===== src/design/upn_pkg.sv =====
// Shared types, constants and byte-class helpers for the URI percent normalizer.
// No dependencies; used by every module of the block.
package upn_pkg;

	localparam int unsigned QUEUE_DEPTH_DEF = 2;
	localparam int unsigned MAX_OUT = 5;
	localparam int unsigned CNT_W = 3;

	localparam logic [7:0] PCT = 8'h25;
	localparam logic [7:0] HEX_CASE_MASK = 8'h4F;

	// configuration register indexes
	localparam logic [1:0] CFG_EXTRA_A = 2'd0;
	localparam logic [1:0] CFG_EXTRA_B = 2'd1;
	localparam logic [1:0] CFG_EXTRA_C = 2'd2;
	localparam logic [1:0] CFG_EXTRA_D = 2'd3;

	// held escape state
	localparam logic [1:0] HELD_NONE = 2'd0;
	localparam logic [1:0] HELD_PCT = 2'd1;
	localparam logic [1:0] HELD_DIGIT = 2'd2;

	// one accepted byte worth of output, bytes[0] goes first
	typedef struct packed {
		logic [MAX_OUT-1:0][7:0] bytes;
		logic [CNT_W-1:0] count;
		logic last;
	} upn_cmd_t;

	function automatic logic is_hex(input logic [7:0] b);
		return (b inside {[8'h30:8'h39], [8'h41:8'h46], [8'h61:8'h66]});
	endfunction

	function automatic logic [3:0] hex_val(input logic [7:0] b);
		logic [7:0] t;
		t = (b & HEX_CASE_MASK) - 8'h41 + 8'd10;
		if (b <= 8'h39)
			return 4'(b - 8'h30);
		return t[3:0];
	endfunction

	function automatic logic is_unreserved(input logic [7:0] c);
		return (c inside {[8'h41:8'h5A], [8'h61:8'h7A], [8'h30:8'h39],
			8'h2D, 8'h2E, 8'h5F, 8'h7E});
	endfunction

	function automatic logic is_printable(input logic [7:0] c);
		return (c inside {[8'h21:8'h7E]});
	endfunction

	function automatic logic [7:0] hex_digit(input logic [3:0] v);
		if (v < 4'd10)
			return 8'h30 + {4'd0, v};
		return 8'h41 + {4'd0, v} - 8'd10;
	endfunction

endpackage


===== src/design/upn_front.sv =====
// Front end: config registers, escape state tracking and byte classification.
// Turns each accepted input byte into at most one output command, none if it gives no output. Uses upn_pkg.
module upn_front (
	input  logic             clk,
	input  logic             arst_n,
	input  logic             cfg_wr_en,
	input  logic [1:0]       cfg_index,
	input  logic [7:0]       cfg_data,
	input  logic             accept,
	input  logic [7:0]       in_byte,
	input  logic             in_last,
	output logic             push,
	output upn_pkg::upn_cmd_t cmd
);
	import upn_pkg::*;

	logic [3:0][7:0] extra_q;
	logic [1:0] held_q;
	logic [7:0] h1_q;

	logic [1:0] held_nxt;
	logic [7:0] h1_nxt;
	logic [MAX_OUT-1:0][7:0] obuf;
	logic [CNT_W-1:0] n;
	logic feed;
	logic [7:0] dec;

	function automatic logic is_extra(input logic [7:0] c, input logic [3:0][7:0] ex);
		return (c != 8'd0) && (c == ex[0] || c == ex[1] || c == ex[2] || c == ex[3]);
	endfunction

	always_ff @(posedge clk or negedge arst_n) begin
		if (!arst_n) begin
			extra_q <= '0;
		end else if (cfg_wr_en) begin
			case (cfg_index)
				CFG_EXTRA_A: extra_q[0] <= cfg_data;
				CFG_EXTRA_B: extra_q[1] <= cfg_data;
				CFG_EXTRA_C: extra_q[2] <= cfg_data;
				CFG_EXTRA_D: extra_q[3] <= cfg_data;
				default: ;
			endcase
		end
	end

	always_comb begin
		obuf = '0;
		n = '0;
		held_nxt = held_q;
		h1_nxt = h1_q;
		feed = 1'b0;
		dec = {hex_val(h1_q), hex_val(in_byte)};

		case (held_q)
			HELD_NONE: begin
				feed = 1'b1;
			end
			HELD_PCT: begin
				if (is_hex(in_byte)) begin
					held_nxt = HELD_DIGIT;
					h1_nxt = in_byte;
				end else begin
					held_nxt = HELD_NONE;
					obuf[n] = PCT; n = n + 1'b1;
					feed = 1'b1;
				end
			end
			default: begin
				held_nxt = HELD_NONE;
				if (is_hex(in_byte)) begin
					if (dec != 8'd0 && (is_unreserved(dec) || is_extra(dec, extra_q))) begin
						obuf[n] = dec; n = n + 1'b1;
					end else begin
						obuf[n] = PCT; n = n + 1'b1;
						obuf[n] = h1_q; n = n + 1'b1;
						obuf[n] = in_byte; n = n + 1'b1;
					end
				end else begin
					obuf[n] = PCT; n = n + 1'b1;
					obuf[n] = h1_q; n = n + 1'b1;
					feed = 1'b1;
				end
			end
		endcase

		if (feed) begin
			if (in_byte == PCT) begin
				held_nxt = HELD_PCT;
			end else if (is_printable(in_byte) || is_extra(in_byte, extra_q)) begin
				obuf[n] = in_byte; n = n + 1'b1;
			end else begin
				obuf[n] = PCT; n = n + 1'b1;
				obuf[n] = hex_digit(in_byte[7:4]); n = n + 1'b1;
				obuf[n] = hex_digit(in_byte[3:0]); n = n + 1'b1;
			end
		end

		// flush a pending escape at the end of the part
		if (in_last) begin
			if (held_nxt != HELD_NONE) begin
				obuf[n] = PCT; n = n + 1'b1;
			end
			if (held_nxt == HELD_DIGIT) begin
				obuf[n] = h1_nxt; n = n + 1'b1;
			end
			held_nxt = HELD_NONE;
		end
	end

	assign cmd.bytes = obuf;
	assign cmd.count = n;
	assign cmd.last = in_last;
	assign push = accept && (n != '0);

	always_ff @(posedge clk or negedge arst_n) begin
		if (!arst_n) begin
			held_q <= HELD_NONE;
			h1_q <= '0;
		end else if (accept) begin
			held_q <= held_nxt;
			h1_q <= h1_nxt;
		end
	end

endmodule


===== src/design/upn_queue.sv =====
// Small command queue between front and back ends.
// Register-based FIFO of upn_cmd_t entries. Uses upn_pkg.
module upn_queue #(
	parameter int unsigned DEPTH = upn_pkg::QUEUE_DEPTH_DEF
) (
	input  logic              clk,
	input  logic              arst_n,
	input  logic              push,
	input  upn_pkg::upn_cmd_t wr_data,
	output logic              full,
	input  logic              pop,
	output upn_pkg::upn_cmd_t rd_data,
	output logic              empty
);
	import upn_pkg::*;

	localparam int unsigned PTR_W = (DEPTH > 1) ? $clog2(DEPTH) : 1;
	localparam int unsigned FILL_W = $clog2(DEPTH + 1);
	localparam logic [PTR_W-1:0] PTR_LAST = PTR_W'(DEPTH - 1);
	localparam logic [FILL_W-1:0] FILL_MAX = FILL_W'(DEPTH);

	upn_cmd_t mem_q [DEPTH];
	logic [PTR_W-1:0] wr_ptr_q, rd_ptr_q;
	logic [FILL_W-1:0] fill_q;
	logic do_push, do_pop;

	assign full = (fill_q == FILL_MAX);
	assign empty = (fill_q == '0);
	assign do_push = push && !full;
	assign do_pop = pop && !empty;
	assign rd_data = mem_q[rd_ptr_q];

	always_ff @(posedge clk) begin
		if (do_push)
			mem_q[wr_ptr_q] <= wr_data;
	end

	always_ff @(posedge clk or negedge arst_n) begin
		if (!arst_n) begin
			wr_ptr_q <= '0;
			rd_ptr_q <= '0;
			fill_q <= '0;
		end else begin
			if (do_push)
				wr_ptr_q <= (wr_ptr_q == PTR_LAST) ? '0 : wr_ptr_q + 1'b1;
			if (do_pop)
				rd_ptr_q <= (rd_ptr_q == PTR_LAST) ? '0 : rd_ptr_q + 1'b1;
			if (do_push && !do_pop)
				fill_q <= fill_q + 1'b1;
			else if (do_pop && !do_push)
				fill_q <= fill_q - 1'b1;
		end
	end

endmodule


===== src/design/upn_back.sv =====
// Back end: holds one command and sends its bytes out one beat at a time.
// Loads the next command from the queue as the current one finishes. Uses upn_pkg.
module upn_back (
	input  logic              clk,
	input  logic              arst_n,
	input  upn_pkg::upn_cmd_t q_data,
	input  logic              q_empty,
	output logic              q_pop,
	output logic              out_valid,
	input  logic              out_ready,
	output logic [7:0]        out_byte,
	output logic              out_last
);
	import upn_pkg::*;

	upn_cmd_t cur_q;
	logic [CNT_W-1:0] idx_q;
	logic busy_q;
	logic on_final, finishing;

	assign on_final = (idx_q == cur_q.count - 1'b1);
	assign finishing = busy_q && out_ready && on_final;
	assign q_pop = (!busy_q || finishing) && !q_empty;

	assign out_valid = busy_q;
	assign out_byte = cur_q.bytes[idx_q];
	assign out_last = cur_q.last && on_final;

	always_ff @(posedge clk or negedge arst_n) begin
		if (!arst_n) begin
			busy_q <= 1'b0;
			idx_q <= '0;
		end else if (q_pop) begin
			busy_q <= 1'b1;
			idx_q <= '0;
		end else if (finishing) begin
			busy_q <= 1'b0;
		end else if (busy_q && out_ready) begin
			idx_q <= idx_q + 1'b1;
		end
	end

	always_ff @(posedge clk) begin
		if (q_pop)
			cur_q <= q_data;
	end

endmodule


===== src/design/uri_percent_normalizer_unit.sv =====
// Top level of the URI percent normalizer: front end, command queue, back end.
// Depends on upn_pkg, upn_front, upn_queue, upn_back.
//
//  channel  | handshake            | payload
//  ---------+----------------------+--------------------------------
//  in       | in_valid / in_ready  | in_byte[7:0], in_last
//  out      | out_valid / out_ready| out_byte[7:0], out_last
//  cfg      | cfg_wr_en            | cfg_index[1:0], cfg_data[7:0]
//
// One input beat per cycle while the queue has room; the front end decides in the
// accept cycle. The back end sends one output byte per cycle while out_ready is
// high; a byte that expands to N output bytes takes N beats, and the queue
// (QUEUE_DEPTH commands) absorbs short bursts. Output goes via the queue and
// back end register. Reset clears config, escape state, queue; no clearing pass.
module uri_percent_normalizer_unit #(
	parameter int unsigned QUEUE_DEPTH = upn_pkg::QUEUE_DEPTH_DEF
) (
	input  logic       clk,
	input  logic       arst_n,
	input  logic       cfg_wr_en,
	input  logic [1:0] cfg_index,
	input  logic [7:0] cfg_data,
	input  logic       in_valid,
	output logic       in_ready,
	input  logic [7:0] in_byte,
	input  logic       in_last,
	output logic       out_valid,
	input  logic       out_ready,
	output logic [7:0] out_byte,
	output logic       out_last
);
	import upn_pkg::*;

	upn_cmd_t wr_cmd, rd_cmd;
	logic push, full, pop, empty;

	assign in_ready = !full;

	upn_front u_front (
		.clk      (clk),
		.arst_n   (arst_n),
		.cfg_wr_en(cfg_wr_en),
		.cfg_index(cfg_index),
		.cfg_data (cfg_data),
		.accept   (in_valid && in_ready),
		.in_byte  (in_byte),
		.in_last  (in_last),
		.push     (push),
		.cmd      (wr_cmd)
	);

	upn_queue #(
		.DEPTH(QUEUE_DEPTH)
	) u_queue (
		.clk    (clk),
		.arst_n (arst_n),
		.push   (push),
		.wr_data(wr_cmd),
		.full   (full),
		.pop    (pop),
		.rd_data(rd_cmd),
		.empty  (empty)
	);

	upn_back u_back (
		.clk      (clk),
		.arst_n   (arst_n),
		.q_data   (rd_cmd),
		.q_empty  (empty),
		.q_pop    (pop),
		.out_valid(out_valid),
		.out_ready(out_ready),
		.out_byte (out_byte),
		.out_last (out_last)
	);

endmodule


===== config.mk =====
export PLATFORM = sky130hd
export DESIGN_NAME = uri_percent_normalizer_unit
export DESIGN_NICKNAME = d
export VERILOG_FILES = /design/src/design/upn_pkg.sv /design/src/design/upn_front.sv /design/src/design/upn_queue.sv /design/src/design/upn_back.sv /design/src/design/uri_percent_normalizer_unit.sv
export SDC_FILE = /design/constraint.sdc
export NUM_CORES = 1
export LEC_CHECK = 0
export BUFFER_PORTS_ARGS = -buffer_cell sky130_fd_sc_hd__buf_2
export CAP_MARGIN = 30
export CORE_MARGIN = 3
export CORE_UTILIZATION = 44
export CTS_CLUSTER_DIAMETER = 80
export DETAILED_ROUTE_END_ITERATION = 7
export GPL_ROUTABILITY_DRIVEN = 0
export SYNTH_ARGS = -nofsm -noshare
export SYNTH_HDL_FRONTEND = slang
export SYNTH_SLANG_ARGS = --single-unit

===== constraint.sdc =====
create_clock -name clk -period 13 [get_ports clk]
set_input_delay 2.6 -clock clk [delete_from_list [all_inputs] [get_ports clk]]
set_output_delay 2.6 -clock clk [all_outputs]
set_load 0.02 [all_outputs]

Yosys cells after proc, flatten, opt, wreduce, memory -nomap -nowiden
Memory sizes are Yosys's and may differ from the RTL's. A register that Yosys moved wholly into a read port is not among the register bits.
Index checks and enable logic that the tools add are counted.
{"block": "classes", "n_addsub": 23, "order_cmp": 28, "eq_ne": 21, "mux": 85, "bitwise": 6, "reduce_logical": 57}
{"cell": "40-bit two-way mux", "n": 7}
{"cell": "40-bit bitwise mux", "n": 4}
{"cell": "8-bit two-way mux", "n": 20}
{"cell": "8-bit demux with 3-bit select", "n": 5}
{"cell": "8-bit == test", "n": 8}
{"cell": "25-bit NOT", "n": 2}
{"cell": "16-bit two-way mux", "n": 3}
{"cell": "8-bit by 7-bit <= comparator with 1-bit output (second input constant)", "n": 5}
{"cell": "3-bit two-way mux", "n": 11}
{"cell": "8-bit by 7-bit >= comparator with 1-bit output (second input constant)", "n": 4}
{"cell": "15-bit by 25-bit bitwise AND with 25-bit output", "n": 1}
{"cell": "25-bit bitwise AND", "n": 1}
{"cell": "1-bit logical AND", "n": 25}
{"cell": "8-bit binary-select mux with 3-bit select", "n": 1}
{"cell": "8-bit by 6-bit == test with 1-bit output (second input constant)", "n": 3}
{"cell": "8-bit by 6-bit >= comparator with 1-bit output (second input constant)", "n": 3}
{"cell": "8-bit by 6-bit <= comparator with 1-bit output (second input constant)", "n": 3}
{"cell": "3-bit by 4-bit less-than comparator with 1-bit output (second input constant)", "n": 6}
{"cell": "1-bit two-way mux", "n": 19}
{"cell": "3-bit by 1-bit adder with 3-bit output (second input constant)", "n": 6}
{"cell": "7-bit by 4-bit adder with 8-bit output (first input constant)", "n": 2}
{"cell": "8-bit by 7-bit == test with 1-bit output (second input constant)", "n": 2}
{"cell": "4-bit two-way mux", "n": 4}
{"cell": "8-bit one-hot mux with 2 select lines", "n": 1}
{"cell": "other kinds (29)", "n": 74}
{"block": "word_totals", "reg_bits": 50, "ram_bits": 88, "out_inout_bits": 11, "word_cells": 232, "n_memories": 1}
{"memory": "u_queue.mem_q", "words": 2, "word_bits": 44, "rd": 1, "rd_ports_with_merged_regs": 1, "write_ports": 1, "line": "upn_queue.sv:22", "rtl": "upn_cmd_t mem_q [DEPTH];"}

Depth between registers and ports, before layout
Gate-level depths: netlist (run 1).
{"block": "depth", "ltp_word": 32, "ltp_mapped": 32}

Cells and area by module
A second synthesis (run 1) with hierarchy kept.
{"block": "hier_totals", "hier_cells": 929, "hier_area_um2": 10681.5}
{"mod": "upn_front", "instances": 1, "cells_each": 657, "area_per_inst_um2": 5138.7, "seq_area_each_um2": 1051.0}
{"mod": "upn_queue", "instances": 1, "cells_each": 156, "area_per_inst_um2": 3572.2, "seq_area_each_um2": 2742.6}
{"mod": "upn_back", "instances": 1, "cells_each": 114, "area_per_inst_um2": 1960.6, "seq_area_each_um2": 1421.4}
{"mod": "uri_percent_normalizer_unit", "instances": 1, "cells_each": 2, "area_per_inst_um2": 10.0, "seq_area_each_um2": 0.0}

Worst setup path before layout (run 1)
OpenSTA, ideal clock, no wires.
{"block": "synth_path", "path_type": "input to register", "from": "input in_byte[1]", "to": "memory u_queue.mem_q[0][0] (netlist bit) (enable)", "setup_time_ps": 446, "arrival_time_ps": 9433, "path_slack_ps": 3122, "stages": 27, "n_path_buf": 3, "path_cell_list": "buf_2 -> buf_1 -> inv_1 -> ha_1 -> and4bb_2 -> o211ai_2 -> and2_0 -> clkbuf_1 -> a2111o_1 -> nand4_1 -> o2111ai_1 -> or4_4 -> nand2_4 -> nand2_4 -> ha_1 -> xnor2_1 -> o21ai_0 -> a21oi_4 -> ha_1 -> nor2b_1 -> nor2_1 -> ha_1 -> nand2_1 -> a21boi_0 -> o31a_1 -> a31oi_2 -> nor2_1"}
{"block": "synth_between", "elab_chain_cells": 30}
{"element": "start, declared", "line": "uri_percent_normalizer_unit.sv:25", "rtl": "input logic [7:0] in_byte,"}
{"element": "parallel branches: the longest is 24 deep, another holds 8-bit by 7-bit >= comparator with 1-bit output"}
{"element": "3-bit two-way mux *", "line": "upn_front.sv:99", "rtl": "if (in_last) begin"}
{"element": "3-bit nonzero test *", "line": "upn_front.sv:113", "rtl": "assign push = accept && (n != '0);"}
{"element": "1-bit logical AND *", "line": "upn_front.sv:113"}
{"element": "1-bit logical AND *", "line": "upn_queue.sv:29", "rtl": "assign do_push = push && !full;"}
{"element": "1-bit two-way mux *", "line": "upn_queue.sv:34", "rtl": "if (do_push)"}
{"element": "1-bit two-way mux (not written as such) *", "line": "upn_queue.sv:35", "rtl": "mem_q[wr_ptr_q] <= wr_data;"}
{"element": "end, declared", "line": "upn_queue.sv:22"}
Mark *: on every way between the ends. The select of a mux whose other input is x is not followed.

==> summary.txt, run 1 <==
Finish
  • Final Core Density: 0.498
  • Commonest non-fill, non-tap cell in the layout: edfxtp_1
  • Area grow syn2layout: 9.48%
  • Nets@finish: between 1000 and 1500
  • Multi-input logic area: roughly 5300 um^2
  • Share of layout cells above drive strength 1: 0.196
  • Area occupied by registers: between 5000 and 6000 um^2
  • Fill cells: 2171
  • Antenna diode count: 0
  • Most frequent cells in the layout: edfxtp_1, nand2_1, mux2_2

GRT
  • Largest net degree at the start of global routing: about 50
  • Vias in the first global route: 7975
  • Initial antenna violation count: 0
  • Met3 usage: 0.0517
  • Total track usage: 0.226
  • Top Usage Layer GRT: met2
  • Met1 usage: 0.311
  • Met2 GRT Util: 0.356
  • Global-route wire length before repair: around 47000 um
  • GRT overflow: 0

Clocking
  • Reg clk slew, reported paths: approximately 0.070 ns
  • Root Buffer: clkbuf_16
  • Max clock buf depth: 2
  • CTS sink cnt: 182
  • Htree depth: 4
  • CTS tree: built
  • Postcts setup bufs: 0
  • Worst skew pair latency: 0.44 ns
  • Num CTS Buffers: 17
  • Hold_buf cts: 0
  • Post-CTS sizing: 0

Timing
  • Final Hold Viols: 0
  • Worst slew pin tran: about 1.0 ns
  • Rel. slew slack: 0.307
  • Max Fclk: 111 MHz
  • Clock Skews: 0.0210 ns
  • Min Tclk post-route: 9.03 ns
  • Pins over their slew limit: 0
  • TNS Setup: 0 ns
  • RSZ-0062 raised after global routing: no
  • Fin crit share: 0.694
  • Final Setup Violations: 0

Setup path
  • Worst EP required: about 13 ns
  • CP max stage cell: or4_4
  • Crit-path most repeated cell: ha_1
  • CP max FO: 18
  • Startpoint Class: input port
  • CP arrival: approximately 9.4 ns
  • Crit path kind: input port to flip-flop
  • Worst setup EP type: flip-flop
  • Crit-path max cell delay: around 0.50 ns

Floorplanning
  • CORE AREA: 23900 um^2
  • Die Y: 163 um
  • Full die area: around 27000 um^2
  • Num ports: 35
  • Initial core utilization: 0.455
  • Site Rows: 56
  • Die X: approximately 160 um

Drt
  • Via count of the routed design: 8172
  • First-iteration detailed-routing DRC count: between 800 and 900
  • ANT nets after route: 0
  • Residual DRC: 0
  • Per-cell routed wire length: roughly 22 um
  • Vias per inst: between 6 and 7
  • Routed wire length: approximately 29000 um
  • Drt first pass iters: 6

Power
  • Pleak: between 4 and 5 nW
  • Final Power: 0.00201 W
  • Power Density: around 170 nW/um^2
  • Peak VDD IR: 0.103 mV

Placed design
  • Detailed Place HPWL: 20700 um
  • IO Port Bufs: 34

Synth
  • FF+latch count, synth: 182
  • Post-synth EDFFs: 132
  • Post-Syn Instances: 1003
  • Post-Synthesis Cell Area: 10900 um^2
  • Most used DFF post-synth: edfxtp_1
  • Register area share after synthesis: 0.480
  • Netlist cell types: between 90 and 100
  • Synth warn: 0
  • FFs w/ async S/R, synth: 0.275
  • Syn_area_per_cell: between 10 and 15 um^2

Min path
  • Hold Path Class: flip-flop to flip-flop

Status
  • Status: finished clean

Run
  • Max capacitance violation total: 0
-- final cells by class --
cell class                 instances  share of cell area
tap                              319              0.0335
clock inverter                    15              0.0162
sequential                       182               0.438
multi-input combinational        738               0.446
inverter                          28             0.00904
clock buffer                      17              0.0357
timing repair buffer              44              0.0216
-- cells by family (layout without fill, tap and decap cells) --
group,count (synthesis),after routing,synth area share
AND/OR/NAND/NOR,303,303,0.146
AO/OA/AOI/OAI,243,243,0.151
flip-flops,182,182,0.480
multiplexers,104,104,0.106
buffers and inverters,84,104,0.0353
XOR/XNOR,65,65,0.0574
adder cells (fa/ha/maj),21,21,0.0242
other,1,2,0.000345
-- flip-flops by register name, summed over array words and instances (netlist names) --
signal / flops
u_queue.fill_q: 2
u_front.extra_q: 32
u_queue.wr_ptr_q: 1
u_back.idx_q: 3
u_back.out_valid: 1
u_front.h1_q: 8
u_front.held_q: 2
u_queue.mem_q: 88
u_queue.rd_ptr_q: 1
u_back.cur_q: 44
-- through the flow --
step | std cells | cell area [um^2] | setup WS (ns) | hold WS, ns
2_1_floorplan | 1004 | 10900 | 3.12 | 0.465
3_3_place_gp | 1310 | 11300 | 3.82 | 0.487
3_5_place_dp | 1311 | 11300 | 3.62 | 0.491
4_1_cts | 1343 | 11900 | 4.05 | 0.502
5_1_grt | 1343 | 11900 | 3.54 | 0.524
6_report | 1343 | 11900 | 3.97 | 0.499
-- power by group --
group | switching (W) | total, W | leakage (nW) | internal (W)
Clock | 0.000266 | 0.000529 | 0.295 | 0.000263
Combinational | 0.000330 | 0.000571 | 2.19 | 0.000241
Sequential | 0.0000830 | 0.000907 | 1.85 | 0.000824
Total | 0.000679 | 0.00201 | 4.34 | 0.00133
-- final timing paths --
kind	startpoint	end	slack (ns)	cells past startpoint
worst max-delay path	in_byte[0]	u_queue.fill_q[1]	3.97	29
worst max register to register	u_front.h1_q[0]	u_queue.fill_q[1]	6.11	28
worst min register to register	u_queue.fill_q[1]	u_queue.fill_q[1]	0.50	1
min in group asynchronous	arst_n	u_front.extra_q[29]	2.27	2
max in group asynchronous	arst_n	u_queue.rd_ptr_q	10.22	2
worst min-delay path	u_queue.fill_q[1]	u_queue.fill_q[1]	0.50	1
-- cell usage after synthesis, types with 5 or more instances --
library cell | count | share of area
edfxtp_1 | 132 | 0.36
nand2_1 | 87 | 0.030
mux2_2 | 79 | 0.082
a21oi_1 | 60 | 0.028
nor2_1 | 58 | 0.020
dfrtp_1 | 50 | 0.12
o21ai_0 | 50 | 0.023
xnor2_1 | 46 | 0.037
nand3_1 | 34 | 0.016
clkbuf_1 | 27 | 0.0093
mux2i_1 | 24 | 0.022
inv_1 | 22 | 0.0076
ha_1 | 21 | 0.024
buf_2 | 17 | 0.0078
nor3_1 | 17 | 0.0078
nand4_1 | 15 | 0.0086
o22ai_1 | 15 | 0.0086
xor2_1 | 15 | 0.012
a31oi_1 | 13 | 0.0075
and3_1 | 12 | 0.0069
o21ai_1 | 12 | 0.0055
nand2b_1 | 10 | 0.0058
a211oi_1 | 9 | 0.0062
nor4_1 | 9 | 0.0052
and2_1 | 8 | 0.0046
nor3b_1 | 8 | 0.0055
o211ai_1 | 8 | 0.0055
a21o_1 | 7 | 0.0048
o21a_1 | 6 | 0.0041
or3_1 | 6 | 0.0035
a22o_1 | 5 | 0.0040
-- critical path: cells and delay by family --
family                   cells  cell delay (ns)
AND/OR/NAND/NOR             10             2.00
AO/OA/AOI/OAI                9             1.96
adder cells (fa/ha/maj)      5             1.66
buffers and inverters        3             0.87
XOR/XNOR                     2             0.29
-- routing by layer --
layer | wire [um] | vias to the layer above | part of all wire
met2 | 13600 | 370 | 0.46
met4 | 631 | 0 | 0.021
met5 | 0 | - | 0
li1 | - | 3776 | -
met3 | 2190 | 51 | 0.075
met1 | 13000 | 3975 | 0.44
(Power assumes the default switching activity.)
==> inputs of run 2 (changes only) <==
==> constraint.sdc (replaced) <==
create_clock -name clk -period 9.37 [get_ports clk]
set_input_delay 1.874 -clock clk [delete_from_list [all_inputs] [get_ports clk]]
set_output_delay 1.874 -clock clk [all_outputs]
set_load 0.02 [all_outputs]
==> summary.txt, run 2 (synthesized netlist as in run 1, its figures left out) <==
Status
  • Status: finished clean

GRT
  • Global-route wire length before repair: 45300 um (-2.7%)
  • Total track usage: 0.222 (-0.00412)
  • Largest net degree at the start of global routing: 51 (unchanged)
  • Initial antenna violation count: 0 (unchanged)
  • Vias in the first global route: 7897 (-0.98%)
  • GRT overflow: 0 (unchanged)

Floorplanning
  • Initial core utilization: 0.455 (unchanged)
  • Num ports: 35 (unchanged)
  • Full die area: 26600 um^2 (unchanged)
  • Site Rows: 56 (unchanged)
  • CORE AREA: 23900 um^2 (unchanged)
  • Die X: 163 um (unchanged)
  • Die Y: 163 um (unchanged)

Clocking
  • Num CTS Buffers: 17 (unchanged)
  • Reg clk slew, reported paths: 0.07 ns (about the same)
  • Max clock buf depth: 2 (unchanged)
  • Worst skew pair latency: 0.44 ns (about the same)
  • Hold_buf cts: 0 (unchanged)
  • Root Buffer: clkbuf_16
  • Postcts setup bufs: 0 (unchanged)
  • Post-CTS sizing: 0 (unchanged)
  • CTS tree: built
  • CTS sink cnt: 182 (unchanged)
  • Htree depth: 4 (unchanged)

Timing
  • Rel. slew slack: 0.333 (+0.0265)
  • Final Hold Viols: 0 (unchanged)
  • TNS Setup: 0 ns (unchanged)
  • Max Fclk: 125 MHz
  • Pins over their slew limit: 0 (unchanged)
  • Worst slew pin tran: 1.00 ns (-0.0398 ns)
  • Fin crit share: 0.854
  • Final WS setup: 1.37 ns (-2.60 ns)
  • RSZ-0062 raised after global routing: no
  • Clock Skews: 0.0174 ns (-0.00367 ns)
  • Final Setup Violations: 0 (unchanged)
  • Min Tclk post-route: around 8 ns

Drt
  • First-iteration detailed-routing DRC count: 773 (-6.5%)
  • Per-cell routed wire length: 21.5 um (-1.5%)
  • Routed wire length: 29000 um (-1.4%)
  • Drt first pass iters: 5 (-1)
  • Residual DRC: 0 (unchanged)
  • Vias per inst: 6.02 (-1.0%)
  • ANT nets after route: 0 (unchanged)
  • Via count of the routed design: 8102 (-0.86%)

Min path
  • Hold Path Class: flip-flop to flip-flop
  • Hold Crit Start: u_queue.fill_q[1]
  • WHS Path Cells: 1 (unchanged)
  • Hold endpoint: u_queue.fill_q[1]

Finish
  • Largest register by flop count: u_queue.mem_q
  • Most frequent cells in the layout: edfxtp_1, nand2_1, mux2_2
  • Area grow syn2layout: 9.78%
  • Commonest non-fill, non-tap cell in the layout: edfxtp_1
  • Top Registers: u_queue.mem_q x88, u_back.cur_q x44, u_front.extra_q x32
  • Fill cells: 2128 (-2.0%)
  • Nets@finish: 1058 (+0.19%)
  • Multi-input logic area: 5310 um^2 (unchanged)
  • Share of layout cells above drive strength 1: 0.198 (+0.00157)
  • Area occupied by registers: 5220 um^2 (unchanged)
  • Flip-flop count of the largest register after layout: 88 (unchanged)
  • Antenna diode count: 0 (unchanged)

Setup path
  • R2r setup slk: 2.36 ns (-3.75 ns)
  • CP max FO: 21 (+3)
  • R2r worst-path depth: 28 (unchanged)
  • Crit-path most repeated cell: ha_1
  • Startpoint Class: input port
  • R2r endpoint: u_queue.fill_q[1]
  • Worst r2r src: u_front.h1_q[0]
  • CP arrival: 8.35 ns (-1.04 ns)
  • Worst setup EP type: flip-flop
  • Crit-path max cell delay: 0.50 ns (about the same)
  • Worst EP required: 9.73 ns (-3.63 ns)
  • CP max stage cell: or4_4
  • Crit path kind: input port to flip-flop

Run
  • Max capacitance violation total: 0 (unchanged)

Power
  • Combinational Power Share: 0.282 (-0.003)
  • Internal power: 0.00185 W (+39%)
  • Pleak: 4.36 nW (+0.48%)
  • Switching Fraction: 0.338 (about the same)
  • Power Density: 234 nW/um^2 (+39%)
  • Clk pwr share: 0.269 (+0.006)
  • P_sw: 0.000947 W (+39%)
  • Reg power frac: 0.449 (-0.003)
  • Peak VDD IR: 0.182 mV (+77%)

Placed design
  • IO Port Bufs: 34 (unchanged)
  • Dpl ws: 0.998 ns (-2.62 ns)
  • Detailed Place HPWL: 20400 um (-1.2%)
run 2: cell types whose count changed in the layout (fill, tap and decap cells not counted), sizes merged:
cell / delta
buf: +2
clkinv: -2
clkinvlp: -1
inv: +3
run 2: critical path: cells and delay by family:
kind,cells,cell delay (ns)
buf+inv,3,0.67
compound gates,9,1.95
xor+xnor,2,0.30
simple gates,10,2.01
fa+ha+maj,5,1.53
run 2: stage by stage:
| stage | std cells | hold WS [ns] | power, W | area (um^2) | utilization |
|---|---|---|---|---|---|
| after floorplan | 1004 | 0.465 | 0.00183 | 10900 | - |
| after global placement | 1312 | 0.484 | 0.00205 | 11300 | 0.472 |
| after detailed placement | 1313 | 0.499 | 0.00207 | 11300 | 0.473 |
| after CTS | 1345 | 0.510 | 0.00283 | 11900 | 0.500 |
| after global routing | 1345 | 0.523 | 0.00295 | 11900 | 0.500 |
| final | 1345 | 0.504 | 0.00280 | 11900 | 0.500 |
run 2: area by class of cell:
cell class,instances,area share
Inverter,28,0.00901
Multi-Input combinational cell,738,0.445
Clock buffer,17,0.0356
Clock inverter,15,0.0176
Tap cell,319,0.0334
Sequential cell,182,0.437
Timing Repair Buffer,46,0.0228
run 2: routing by layer:
layer	global-route usage	wire length (um)	vias to the layer above
met4	0.0842	1040	0
met1	0.300	12500	3917
met2	0.345	13200	345
met3	0.0543	2210	71
li1	-	-	3769
met5	0	0	-
run 2: power by group through the flow:
stage	clock network, W	logic, W	registers (W)
CTS	0.000772	0.000800	0.00126
floorplan	0	0.000599	0.00123
detailed placement	0	0.000796	0.00127
global route	0.000806	0.000867	0.00128
finish	0.000754	0.000789	0.00126
global placement	0	0.000753	0.00130
run 2: how the worst max path moves through the flow:
stage                    start                  end
finish              in_byte[1]    u_queue.fill_q[1]
global route        in_byte[1]    u_queue.fill_q[1]
CTS                 in_byte[1]    u_queue.fill_q[1]
detailed placement  in_byte[1]    u_queue.fill_q[1]
global placement    in_byte[1]    u_queue.fill_q[1]
floorplan           in_byte[1]  u_queue.mem_q[0][0]
